==> config.mk <==
export PLATFORM = sky130hd
export DESIGN_NAME = flc_cell
export DESIGN_NICKNAME = d
export VERILOG_FILES = /design/src/hw/rtl/assert_macros.svh /design/src/hw/rtl/flc_pkg.sv /design/src/hw/rtl/flc_cell.sv
export SDC_FILE = /design/constraint.sdc
export NUM_CORES = 1
export LEC_CHECK = 0
export BUFFER_PORTS_ARGS = -buffer_cell sky130_fd_sc_hd__buf_2
export CORE_MARGIN = 4
export CORE_UTILIZATION = 57
export CTS_CLUSTER_DIAMETER = 80
export DETAILED_ROUTE_END_ITERATION = 8
export PLACE_DENSITY = 0.78
export SLEW_MARGIN = 20
export SYNTH_ARGS = -nofsm -noshare
export SYNTH_HDL_FRONTEND = slang
export SYNTH_SLANG_ARGS = --single-unit
==> constraint.sdc <==
create_clock -name i_clk -period 7 [get_ports i_clk]
set_input_delay 0.7 -clock i_clk [delete_from_list [all_inputs] [get_ports i_clk]]
set_output_delay 0.7 -clock i_clk [all_outputs]
set_load 0.05 [all_outputs]
==> src/hw/rtl/assert_macros.svh <==
// Assertion helpers shared by the RTL; all are clocked on i_clk and
// switched off while i_rst_n is low.
`ifndef ASSERT_MACROS_SVH
`define ASSERT_MACROS_SVH

// Plain property that must hold at every edge out of reset.
`define ASSERT_ALWAYS(label, prop, msg) \
    label: assert property (@(posedge i_clk) disable iff (!i_rst_n) (prop)) else $error(msg);

// Same-cycle implication.
`define ASSERT_IMPL(label, ante, cons, msg) \
    label: assert property (@(posedge i_clk) disable iff (!i_rst_n) (ante) |-> (cons)) \
        else $error(msg);

// Next-cycle implication.
`define ASSERT_NEXT(label, ante, cons, msg) \
    label: assert property (@(posedge i_clk) disable iff (!i_rst_n) (ante) |=> (cons)) \
        else $error(msg);

`endif

==> src/hw/rtl/flc_pkg.sv <==
package flc_pkg;

    localparam int SAMPLE_W = 16;
    localparam int PROD_W   = 32;
    localparam int ACC_W    = 40;
    localparam int CFG_W    = 6;
    localparam int IDX_W    = 5;

    localparam logic OP_TAP    = 1'b0;
    localparam logic OP_SAMPLE = 1'b1;

    typedef struct packed {
        logic                       operation;
        logic [IDX_W-1:0]           tap_index;
        logic signed [SAMPLE_W-1:0] value;
        logic                       last_sample;
    } t_in_item;

    typedef struct packed {
        logic signed [ACC_W-1:0] result;
        logic                    last_result;
    } t_out_item;

    // Controls common to every cell of the row.
    typedef struct packed {
        logic shift;
        logic clear;
    } t_cell_ctl;

    typedef enum logic [1:0] {
        S_IDLE,
        S_RUN,
        S_HOLD
    } t_state;

endpackage

==> src/hw/rtl/flc_cell.sv <==
module flc_cell
    import flc_pkg::*;
(
    input  logic                       i_clk,
    input  logic                       i_rst_n,
    input  t_cell_ctl                  i_ctl,
    input  logic                       i_tap_we,
    input  logic signed [SAMPLE_W-1:0] i_tap,
    input  logic signed [SAMPLE_W-1:0] i_x,
    output logic signed [SAMPLE_W-1:0] o_x,
    input  logic                       i_en,
    input  logic                       i_tok,
    output logic                       o_tok,
    input  logic signed [ACC_W-1:0]    i_acc,
    output logic signed [ACC_W-1:0]    o_acc
);

    logic signed [SAMPLE_W-1:0] r_tap;
    logic signed [SAMPLE_W-1:0] r_w;
    logic signed [ACC_W-1:0]    r_acc;
    logic                       r_tok;
    logic signed [PROD_W-1:0]   prod;
    logic signed [ACC_W-1:0]    n_acc;

    assign prod  = r_tap * r_w;
    // Cells past the kernel length pass the partial sum unchanged.
    assign n_acc = i_en ? i_acc + ACC_W'(prod) : i_acc;

    always_ff @(posedge i_clk) begin
        if (i_tap_we) begin
            r_tap <= i_tap;
        end
        if (i_tok) begin
            r_acc <= n_acc;
        end
    end

    always_ff @(posedge i_clk) begin
        if (!i_rst_n) begin
            r_w   <= '0;
            r_tok <= 1'b0;
        end else begin
            r_tok <= i_tok;
            if (i_ctl.clear) begin
                r_w <= '0;
            end else if (i_ctl.shift) begin
                r_w <= i_x;
            end
        end
    end

    assign o_x   = r_w;
    assign o_tok = r_tok;
    assign o_acc = r_acc;

endmodule

---- Yosys cells after proc, flatten, opt, wreduce, memory -nomap -nowiden ----
Cells that the tools add are included.
cells by class
  add/sub/neg operators ................... 1
  multiply operators ...................... 1
  divide/modulo/power cells ............... 0
  magnitude comparators ................... 0
  eq/ne operators ......................... 0
  shift operators ......................... 0
  mux-type cells .......................... 1
  bitwise gates (word level) .............. 1
  reductions and logical operators ........ 1
operators with widths
  kind                                            number
  40-bit by 32-bit adder with 40-bit output       1
  40-bit two-way mux                              1
  16-bit by 16-bit multiplier with 32-bit output  1
  2-bit OR reduction                              1
  1-bit NOT                                       1
word-level totals
  bits in registers ....................... 73
  bits in latches ......................... 0
  RAM bits ................................ 0
  memory bits (read-only) ................. 0
  input bits .............................. 79
  output and inout port bits .............. 57
  logic and storage cells ................. 9
  memories ................................ 0

---- Longest topological paths before layout ----
Gate-level depths: netlist of run 1.
  depth in word-level cells ............... 3
  depth in mapped cells ................... 25
  gate-level depth less buffers ........... 23

---- Worst setup path after synthesis of run 1 ----
OpenSTA, ideal clock, no wires.
  path kind ............................... reg-to-reg
  start point ............................. reg r_w[1] (netlist: o_x[1])
  end point ............................... reg r_acc[38] (netlist: o_acc[38]) (data pin)
  library setup time ...................... 0.135 ns
  arrival time ............................ 6.835 ns
  required time ........................... 6.865 ns
  setup slack ............................. 0.030 ns
  cell stages (with the launch flop) ...... 24
  path buffers ............................ 2
  period minus slack after synthesis ...... 6.970 ns
  cells stage by stage .................... dfxtp_1 > clkbuf_1 > nand2_1 > inv_1 > fa_1 > fa_1 > inv_1 > fa_1 > inv_1 > fa_1 > fa_1 > inv_1 > fa_1 > inv_1 > ha_1 > buf_6 > a21o_1 > a21o_1 > a21o_1 > or4_4 > a31oi_4 > o211ai_2 > or4b_1 > nand3_1
on the way
  word-level cells in the longest chain between the ends .. 3
ends and longest elaborated chain
  what                                            line            source
  from (decl)                                     flc_cell.sv:19  logic signed [SAMPLE_W-1:0] r_w;
  from (signal assigned)                          flc_cell.sv:47  r_w <= i_x;
  16-bit by 16-bit multiplier with 32-bit output  flc_cell.sv:25  assign prod = r_tap * r_w;
  40-bit by 32-bit adder with 40-bit output       flc_cell.sv:27  assign n_acc = i_en ? i_acc + ACC_W'(prod) : i_acc;
  40-bit two-way mux                              flc_cell.sv:27
  via n_acc[38]                                   flc_cell.sv:23  logic signed [ACC_W-1:0] n_acc;
  to (signal assigned)                            flc_cell.sv:34  r_acc <= n_acc;
  to (decl)                                       flc_cell.sv:20  logic signed [ACC_W-1:0] r_acc;
The timed path passes the listed nets, and every way through them passes these cells.
A chain may end at the register's enable or synchronous reset.

---- Final worst setup path of run 1 ----
  start point ............................. reg r_w[5] (netlist: o_x[5])
  end point ............................... reg r_acc[38] (netlist: o_acc[38]) (data pin)
The elaborated chain is that of the path after synthesis.

==> summary.txt, run 1 <==
Finish
  • Antenna cell count: 0
  • Area grow syn2layout: 11.76%
  • Fraction of layout cells with a size suffix above 1: 16.12%
  • Net total in the final layout: 2,231
  • Final instance area: 17,110 um2

Drt
  • Number of iterations in the first detailed-routing pass: 5
  • Post-Route WL: 38,150 um
  • Detail Route Antenna Nets: 0
  • Drt first-iter violations: 788
  • Routed wire length per instance: 18.64 um
  • Mean number of vias per cell: 5.514
  • Drc violations: 0
  • Count of vias placed by the detailed router: 11,287

Clock network
  • Number of clock sinks: 73
  • Inserted Clock Buffers: 9
  • TritonCTS clock tree: done
  • Deepest level of the CTS H-tree: 3
  • Number of buffers between clock root and the deepest sink: 2
  • Clock transition at the registers of the reported paths: 80 ps
  • Root Driver: clkbuf_16
  • Worst-Skew Late Latency: 360 ps

Yosys
  • Post-synth design cell area: 15,310 um2
  • Most frequent cell after synthesis: inv_1
  • Sequential area share after synthesis: 13.21%
  • Dominant cell type by area after synthesis: fa_1
  • Dominant cells by area after synthesis: fa_1 43%, edfxtp_1 11%, inv_1 10%
  • Most used standard cells in the synthesized netlist: 419 x inv_1, 330 x fa_1, 142 x nand2_1
  • Main flop type after synthesis: edfxtp_1
  • Number of warnings reported in the yosys synthesis log: 0
  • Per-instance average area after synthesis: 9.856 um2
  • Post-synthesis instance total: 1,553
  • Library cells used by synthesis: 56
  • Number of enable-type register cells in the synthesized netlist: 56
  • Number of synthesized register bits: 73
  • Portion of synthesized cell area occupied by the leading cell type: 43.16%
  • Share of synthesized flip-flops with an asynchronous set or reset: 0%
  • Mapped Nets: 2,077

Global routing
  • Initial antenna violation count: 2
  • Wire length of the first global-routing pass: 60,710 um
  • Total congestion overflow after global routing: 0
  • Maximum number of pins on one net before global-route repair: 56
  • Via count of the first global-routing pass: 11,993
  • GR Util All Layers: 26.57%

Floorplanning
  • Core area: 26,210 um2
  • Area of the die: 29,540 um2
  • Standard-cell rows: 59
  • Initial Util: 58.41%
  • Width of the die: 171.9 um
  • Die height: 171.9 um
  • Number of top-level pins: 136

STA
  • Actual slew at the worst max-slew pin: 1027 ps
  • Worst slew margin: 31.55%
  • Max-slew violation total from the final report: 0
  • Timing-limited maximum frequency: 145.9 MHz
  • Clock tree skew after final layout: 17.17 ps
  • Number of endpoints failing setup at the final stage: 0
  • PnR worst setup slack: 146.8 ps
  • Period utilisation layout: 97.90%
  • Total count of hold-check failures in the final report: 0
  • Post-route minimum period: 6853 ps

Critical path
  • Arrival time at the worst endpoint: 7070 ps
  • Crit Path Max Fanout: 8
  • Flop2flop setup slack: 150 ps
  • Setup crit start kind: flop
  • Endpoint of the worst register-to-register path: o_acc[38]
  • End point of the critical path: o_acc[38]
  • WP data required: 7220 ps
  • Worst path slowest cell: fa_1
  • Crit path top cell by count: fa_1
  • Worst Setup End Kind: flop
  • Type of the worst setup path: flop to flop
  • Beginning of the critical path: o_x[5]
  • Sequence of cells on the critical path: nand2_2 > fa_1 > inv_1 > fa_1 > clkinvlp_4 > buf_6 > fa_1 > inv_1 > fa_1 > fa_1 > inv_1 > fa_1 > inv_1 > ha_4 > and4_4 > and4_2 > o21ai_2 > o211ai_1 > or4_4 > a31oi_4 > o211ai_2 > or4b_1 > nand3_1
  • Worst R2R Path Depth: 23
  • Launch instance of the worst register-to-register path: o_x[5]
  • Delay of the slowest cell on the worst path: 570 ps

Placed design
  • Area after detailed placement: 16,450 um2
  • Post-detailed-placement half-perimeter wirelength: 31,720 um
  • IO Port Bufs: 135
  • Placer Congestion: 0.9019
  • Setup slack after placement: 148.3 ps

Job
  • Max_cap viols: 0

Hold path
  • Hold Path Class: primary input to flop

Outcome
  • Run status: finished clean

Power
  • Peak supply drop: 252.3 uV
  • Power density cells: 233.7 nW/um2
  • Leakage power: 8.940 nW
## per-stage QoR
| step | utilization (%) | cells | total power [mW] | setup TNS [ps] | hold slack [ps] |
|---|---|---|---|---|---|
| finish | 65.28 | 2047 | 3.998 | 0 | 516.1 |
| global route | 65.28 | 2047 | 4.317 | -393.0 | 507.3 |
| CTS | 63.84 | 2022 | 3.901 | 0 | 503.5 |
| detailed placement | 62.75 | 2006 | 3.399 | 0 | 611.2 |
| global placement | 62.75 | 2006 | 3.328 | 0 | 595.6 |
| floorplan | - | 1553 | 2.767 | 0 | 761.1 |
## routing by layer
metal / wire, um / track usage (%)
met2: 19130 / 45.72
met5: 21 / 0
met3: 3049 / 4.115
met4: 1572 / 9.843
met1: 14370 / 34.34
## power by group
| part | internal [mW] | leakage [nW] | total (mW) | switching, mW |
|---|---|---|---|---|
| logic | 1.13 | 8.11 | 2.87 | 1.74 |
| registers | 0.611 | 0.689 | 0.659 | 0.0481 |
| clock network | 0.247 | 0.137 | 0.473 | 0.226 |
## worst max-delay path, delay by kind of cell (launching register included)
kind | cells | cell delay [ps]
AOI/OAI and AO/OA | 4 | 580
adders and majority gates | 7 | 3230
buffers and inverters | 6 | 690
DFF | 1 | 560
and+or+nand+nor | 6 | 1640
## worst min-delay path by stage
stage,end,slack (ps),cells after the start,from
after global routing,r_tap[12],510,1,i_tap[12]
after floorplan,o_x[15],760,2,o_x[15]
after CTS,r_tap[12],500,1,i_tap[12]
final,r_tap[12],520,1,i_tap[12]
after global placement,o_x[15],600,3,o_x[15]
after detailed placement,o_x[15],610,3,o_x[15]
## cell type report
| type | count | area [um2] |
|---|---|---|
| Fill cell | 2029 | 9100 |
| Clock buffer | 9 | 225.2 |
| Clock inverter | 7 | 60.06 |
| Multi-Input combinational cell | 1010 | 11590 |
| Inverter | 419 | 1580 |
| Timing Repair Buffer | 194 | 1209 |
| Sequential cell | 73 | 2027 |
| Tap cell | 335 | 419.2 |
## cell usage in the layout (no fill, tap or decap), types with 5 or more instances in the layout
master | synthesis | layout
inv_1 | 419 | 416
fa_1 | 330 | 326
nand2_1 | 142 | 139
buf_2 | 3 | 135
and2_1 | 116 | 116
ha_1 | 115 | 109
edfxtp_1 | 56 | 56
nor2_1 | 50 | 50
buf_4 | 0 | 49
xnor2_1 | 33 | 33
a21oi_1 | 31 | 31
mux2_2 | 31 | 31
o21ai_0 | 22 | 21
mux2i_1 | 19 | 19
a21o_1 | 16 | 16
dfxtp_1 | 17 | 13
nand3_1 | 10 | 10
o21bai_1 | 9 | 9
clkbuf_16 | 0 | 9
nand4_1 | 8 | 8
o211ai_1 | 7 | 7
o21a_1 | 6 | 6
xor2_1 | 6 | 6
buf_12 | 0 | 6
and3_1 | 5 | 5
## cell families (layout without fill, tap and decap cells)
kind of cell	after synthesis	after routing	synth area share [%]
AOI/OAI and AO/OA	117	117	5.175
xor gates and xnor gates	39	39	2.232
adders and majority gates	445	445	52.56
buffers and inverters	470	629	11.65
DFF	73	73	13.21
muxes	50	50	3.523
and+or+nand+nor	359	359	11.65
## repair_timing
| item | 4_1_cts | 5_1_grt |
|---|---|---|
| resized for setup | 0 | 30 |
| endpoints found under the hold margin | 0 | 0 |
| buffers inserted | 0 | 25 |
| endpoints found under the setup margin | 0 | 10 |
| hold buffers | 0 | 0 |
## sequential cells by signal (all words and copies together) (netlist names)
name and count:
o_acc 40, o_tok 1, o_x 16, r_tap 16
Note: power is estimated with default switching activity, not from simulation.
==> run 2: changes to the inputs <==
--- a/config.mk
+++ b/config.mk
@@ -11,7 +11,7 @@
 export CTS_CLUSTER_DIAMETER = 80
 export DETAILED_ROUTE_END_ITERATION = 8
 export PLACE_DENSITY = 0.78
-export SLEW_MARGIN = 20
+export SETUP_SLACK_MARGIN = 0.5
 export SYNTH_ARGS = -nofsm -noshare
 export SYNTH_HDL_FRONTEND = slang
 export SYNTH_SLANG_ARGS = --single-unit
==> run 2 against run 1 <==
Compared with the run above:
- routed wire length rose by 1.5%
- design area is 3.8% higher
- first-iteration DRC count down 6.9%
- highest routed layer is now met4
==> summary.txt, run 2 (synthesis gave the netlist of run 1 again) <==
Global routing
  • Via count of the first global-routing pass: 12,155
  • Initial antenna violation count: 1
  • Wire length of the first global-routing pass: 61,780 um
  • Maximum number of pins on one net before global-route repair: 56
  • Total congestion overflow after global routing: 0
  • GR Util All Layers: 26.96%

Clock network
  • Worst-Skew Late Latency: 350 ps
  • TritonCTS clock tree: done
  • Number of clock sinks: 73
  • Inserted Clock Buffers: 9
  • Root Driver: clkbuf_16
  • Number of buffers between clock root and the deepest sink: 2
  • Hold-fix buffer count after cts: 0
  • Deepest level of the CTS H-tree: 3
  • Clock transition at the registers of the reported paths: 70 ps

Floorplanning
  • Width of the die: 171.9 um
  • Die height: 171.9 um
  • Area of the die: 29,540 um2
  • Number of top-level pins: 136
  • Core area: 26,210 um2
  • Initial Util: 58.41%
  • Standard-cell rows: 59

Power
  • Leakage power: 9.096 nW
  • Internal power contribution: 2.230 mW
  • Fraction of power consumed by the clock network: 11.9%
  • Combinational share of power: 72.9%
  • Fraction of power spent switching nets: 48.68%
  • Final Power: 4.346 mW
  • Switching Power: 2.116 mW
  • Reg power frac: 15.2%
  • Peak supply drop: 278.5 uV
  • Power density cells: 244.8 nW/um2

Finish
  • Fraction of layout cells with a size suffix above 1: 21.88%
  • Commonest cells after routing, fill and taps aside: 409 x inv_1, 317 x fa_1, 136 x buf_2
  • Commonest non-fill, non-tap cell in the layout: inv_1
  • Area grow syn2layout: 15.98%
  • Net total in the final layout: 2,260
  • Layout filler cell count: 1,951
  • Number of flip-flops in the largest register: 40

Placed design
  • Placer Congestion: 0.9083
  • Post-detailed-placement half-perimeter wirelength: 30,960 um
  • IO Port Bufs: 135

STA
  • Total count of hold-check failures in the final report: 0
  • Worst slew margin: 32.25%
  • Timing-limited maximum frequency: 152.5 MHz
  • Setup_tns: 0 ps
  • Period utilisation layout: 93.68%
  • RSZ-0062 raised after global routing: yes
  • Actual slew at the worst max-slew pin: 1016 ps
  • Number of endpoints failing setup at the final stage: 0
  • Max-slew violation total from the final report: 0
  • Post-route minimum period: 6558 ps
  • Clock tree skew after final layout: 11.24 ps

Critical path
  • Beginning of the critical path: r_tap[15]
  • Worst Setup End Kind: flop
  • WP data required: 7110 ps
  • Launch instance of the worst register-to-register path: r_tap[15]
  • Type of the worst setup path: flop to flop
  • Crit Path Max Fanout: 6
  • Worst R2R Path Depth: 24
  • Setup crit start kind: flop
  • Arrival time at the worst endpoint: 6660 ps

Drt
  • Drc violations: 0
  • Count of vias placed by the detailed router: 11,330
  • Post-Route WL: 38,710 um
  • Routed wire length per instance: 18.64 um
  • Detail Route Antenna Nets: 0
  • Drt first-iter violations: 734
  • Mean number of vias per cell: 5.455
  • Number of iterations in the first detailed-routing pass: 6

Outcome
  • Run status: finished clean

Hold path
  • Worst Min Path Start: i_tap[12]
  • Hold Path Class: primary input to flop
  • Count of cells along the worst hold path: 1

Job
  • Max_cap viols: 0
-- run 2: area by class of cell --
cell class / count / area [um2] / share of cell area, %
repair buffers: 223 / 1435 / 8.084
clock buffers: 12 / 289.0 / 1.628
clock inverters: 4 / 28.78 / 0.1621
multi-input cells: 1010 / 11920 / 67.15
well taps: 335 / 419.2 / 2.361
flip-flops and latches: 73 / 2069 / 11.66
diodes: 1 / 2.502 / 0.01410
inverters: 419 / 1588 / 8.944
-- run 2: per-stage QoR --
step | instances | instance area, um2 | util, % | worst slack (ps) | hold slack, ps
3_3_place_gp | 1998 | 16420 | 62.65 | 244.3 | 563.4
4_1_cts | 2059 | 17320 | 66.10 | 441.3 | 510.3
6_report | 2077 | 17750 | 67.74 | 442.3 | 519.1
3_5_place_dp | 1998 | 16420 | 62.65 | 72.00 | 591.4
5_1_grt | 2077 | 17750 | 67.74 | 261.7 | 518.0
2_1_floorplan | 1553 | 15350 | - | 506.1 | 611.0
-- run 2: final timing paths --
check               to  slack [ps]
max reg2reg  o_acc[34]         440
min          r_tap[12]         520
max          o_acc[34]         440
min reg2reg    o_x[15]         630
-- run 2: worst max-delay path: stages, from the launching register on --
cell,delay (ps)
edfxtp_1,460
buf_6,160
and2_4,150
fa_2,510
buf_6,160
fa_1,470
inv_1,50
fa_1,530
inv_1,70
fa_1,520
fa_1,500
inv_1,50
fa_1,480
inv_1,70
ha_4,240
and4_4,180
and3_1,200
nand4_1,90
o211ai_1,150
or4_4,450
a31oi_4,230
buf_4,150
buf_6,80
xnor2_1,90
mux2_2,280
-- run 2: power by group through the flow --
stage	sequential (mW)	clock [mW]	combinational, mW
global route	0.670	0.538	3.49
detailed placement	0.687	0	2.73
finish	0.661	0.517	3.17
global placement	0.686	0	2.67
floorplan	0.968	0	1.80
CTS	0.660	0.525	2.93
-- run 2: repair_timing --
action,4_1_cts,5_1_grt
gates cloned,0,0
setup endpoints to repair,16,16
pin swaps,16,25
gates resized for setup,46,80
buffers inserted,45,17
-- run 2: layer usage --
metal	track usage, %	wire [um]	vias up
met3	3.704	2503	86
met4	7.929	1277	0
met2	48.99	20120	483
met5	0	0	-
met1	33.76	14810	5735
li1	-	-	5026
==> run 3: changes to the inputs <==
--- a/config.mk
+++ b/config.mk
@@ -11,6 +11,7 @@
 export CTS_CLUSTER_DIAMETER = 80
 export DETAILED_ROUTE_END_ITERATION = 8
 export PLACE_DENSITY = 0.78
+export REMOVE_ABC_BUFFERS = 1
 export SETUP_SLACK_MARGIN = 0.5
 export SYNTH_ARGS = -nofsm -noshare
 export SYNTH_HDL_FRONTEND = slang
==> run 3 against run 2 <==
Compared with the run above:
- hold slack worse by 5.0 ps
- routed wire length down 0.94%
- setup slack worse by 72 ps
- register-to-register slack worse by 70 ps
- core utilization is 0.18 points lower
- global-route usage grew 0.24 points
- combinational power is 2% higher
- maximum frequency fell by 1.1%
- sequential power shrank 2%
- first-iteration DRC count grew 7.1%
- die area stayed put
- critical path depth decreased by 1
- largest cell class unchanged
==> summary.txt, run 3 (synthesis gave the netlist of run 1 again) <==
Finish
  • Commonest non-fill, non-tap cell in the layout: inv_1
  • Antenna cell count: 0
  • Post-route insts no fill: 2,081
  • Fraction of layout cells with a size suffix above 1: 21.19%
  • Area grow syn2layout: 15.68%
  • Net total in the final layout: 2,265
  • Number of flip-flops in the largest register: 40
  • Commonest cells after routing, fill and taps aside: 408 x inv_1, 322 x fa_1, 138 x nand2_1

Power
  • Combinational share of power: 73.9%
  • Reg power frac: 14.8%
  • Final Power: 4.362 mW
  • Power density cells: 246.4 nW/um2
  • Fraction of power consumed by the clock network: 11.2%
  • Fraction of power spent switching nets: 49.80%
  • Peak supply drop: 232.8 uV
  • Switching Power: 2.172 mW
  • Internal power contribution: 2.190 mW
  • Leakage power: 9.113 nW

Global routing
  • Total congestion overflow after global routing: 0
  • Maximum number of pins on one net before global-route repair: 56
  • Initial antenna violation count: 0
  • GR Util All Layers: 27.20%
  • Wire length of the first global-routing pass: 62,290 um
  • Via count of the first global-routing pass: 12,201

Hold path
  • Hold Path Class: primary input to flop
  • Count of cells along the worst hold path: 1
  • Hold endpoint: r_tap[7]
  • Worst Min Path Start: i_tap[7]

Clock network
  • Inserted Clock Buffers: 9
  • TritonCTS clock tree: done
  • Number of clock sinks: 73
  • Clock transition at the registers of the reported paths: 80 ps
  • Number of buffers between clock root and the deepest sink: 2
  • Worst-Skew Late Latency: 350 ps
  • Root Driver: clkbuf_16
  • Deepest level of the CTS H-tree: 3
  • Hold-fix buffer count after cts: 0

Critical path
  • Arrival time at the worst endpoint: 6850 ps
  • Worst R2R Path Depth: 23
  • Endpoint of the worst register-to-register path: o_acc[38]
  • Launch instance of the worst register-to-register path: r_tap[15]
  • Setup crit start kind: flop
  • Crit Path Max Fanout: 9
  • Beginning of the critical path: r_tap[15]
  • WP data required: 7220 ps
  • Flop2flop setup slack: 370 ps
  • Worst Setup End Kind: flop
  • Type of the worst setup path: flop to flop

Outcome
  • Run status: finished clean

STA
  • Total count of hold-check failures in the final report: 0
  • Actual slew at the worst max-slew pin: 1093 ps
  • Timing-limited maximum frequency: 150.8 MHz
  • Post-route minimum period: 6630 ps
  • Worst slew margin: 27.12%
  • Period utilisation layout: 94.72%
  • Setup_tns: 0 ps
  • Number of endpoints failing setup at the final stage: 0
  • Hold Slack: 514.1 ps
  • Clock tree skew after final layout: 9.629 ps
  • RSZ-0062 raised after global routing: yes
  • Max-slew violation total from the final report: 0
  • PnR worst setup slack: 369.8 ps

Drt
  • Detail Route Antenna Nets: 0
  • Mean number of vias per cell: 5.434
  • Count of vias placed by the detailed router: 11,308
  • Number of iterations in the first detailed-routing pass: 5
  • Post-Route WL: 38,350 um
  • Drc violations: 0
  • Routed wire length per instance: 18.43 um
  • Drt first-iter violations: 786

Placed design
  • Setup slack after placement: 216.0 ps
  • Cell Count Post-Placement: 2,014
  • Placer Congestion: 0.9545
  • IO Port Bufs: 135
  • Post-detailed-placement half-perimeter wirelength: 30,360 um

Floorplanning
  • Core area: 26,210 um2
  • Standard-cell rows: 59
  • Initial Util: 58.41%
  • Width of the die: 171.9 um
  • Die height: 171.9 um
  • Area of the die: 29,540 um2
  • Number of top-level pins: 136

Job
  • Max_cap viols: 0
## run 3: cell count changes in the layout (fill, tap and decap cells not counted), sizes merged
cell,before,now
clkinvlp,2,4
clkbuf,12,9
diode,1,0
buf,223,228
inv,418,422
clkinv,3,0
## run 3: power groups by stage
stage	registers, mW	logic [mW]	clock network (mW)
3_5_place_dp	0.674	2.74	0
2_1_floorplan	0.985	1.74	0
6_report	0.647	3.22	0.491
5_1_grt	0.658	3.55	0.514
4_1_cts	0.648	2.93	0.496
3_3_place_gp	0.675	2.70	0
## run 3: layout make-up
| cell class | count | area [um2] |
|---|---|---|
| inverter | 419 | 1584 |
| tap | 335 | 419.2 |
| clock buffer | 9 | 225.2 |
| sequential | 73 | 2047 |
| timing repair buffer | 228 | 1516 |
| clock inverter | 7 | 57.56 |
| multi-input combinational | 1010 | 11860 |
| fill | 1977 | 8501 |
## run 3: worst max-delay path by stage
stage           endpoint  depth (start not counted)
3_5_place_dp   o_acc[37]                         22
3_3_place_gp   o_acc[37]                         21
5_1_grt        o_acc[38]                         23
4_1_cts        o_acc[38]                         23
6_report       o_acc[38]                         23
2_1_floorplan  o_acc[38]                         21
## run 3: layer usage
metal | wire [um] | global-route usage, % | up-vias | part of all wire (%)
met5 | 0 | 0 | - | 0
met4 | 1641 | 10.46 | 0 | 4.3
met3 | 3297 | 5.761 | 116 | 8.6
met2 | 18260 | 44.22 | 515 | 48
met1 | 15150 | 36.32 | 5647 | 39
li1 | - | - | 5030 | -
## run 3: worst max-delay path: stages, from the launching register on
cell and delay, ps:
edfxtp_1 420, buf_6 160, and2_4 150, fa_2 490, fa_1 610, clkinvlp_4 110, buf_12 150, buf_4 130
fa_1 470, inv_1 60, fa_1 440, fa_1 520, inv_1 50, fa_1 470, inv_1 60, ha_4 260
a21o_1 200, a21o_1 170, a21o_1 180, or4_4 430, a31oi_4 220, o211ai_2 110, or4b_1 530, nand3_1 90
## run 3: repair_timing
| item | 4_1_cts | 5_1_grt |
|---|---|---|
| setup buffers | 33 | 18 |
| setup endpoints to repair | 14 | 18 |
| resized for setup | 44 | 77 |
| pin swaps | 15 | 41 |
## run 3: per-stage QoR
stage | cell area (um2) | util, %
after floorplan | 15100 | -
after global placement | 16520 | 63.03
after detailed placement | 16520 | 63.03
after CTS | 17290 | 65.97
after global routing | 17710 | 67.56
final | 17710 | 67.56
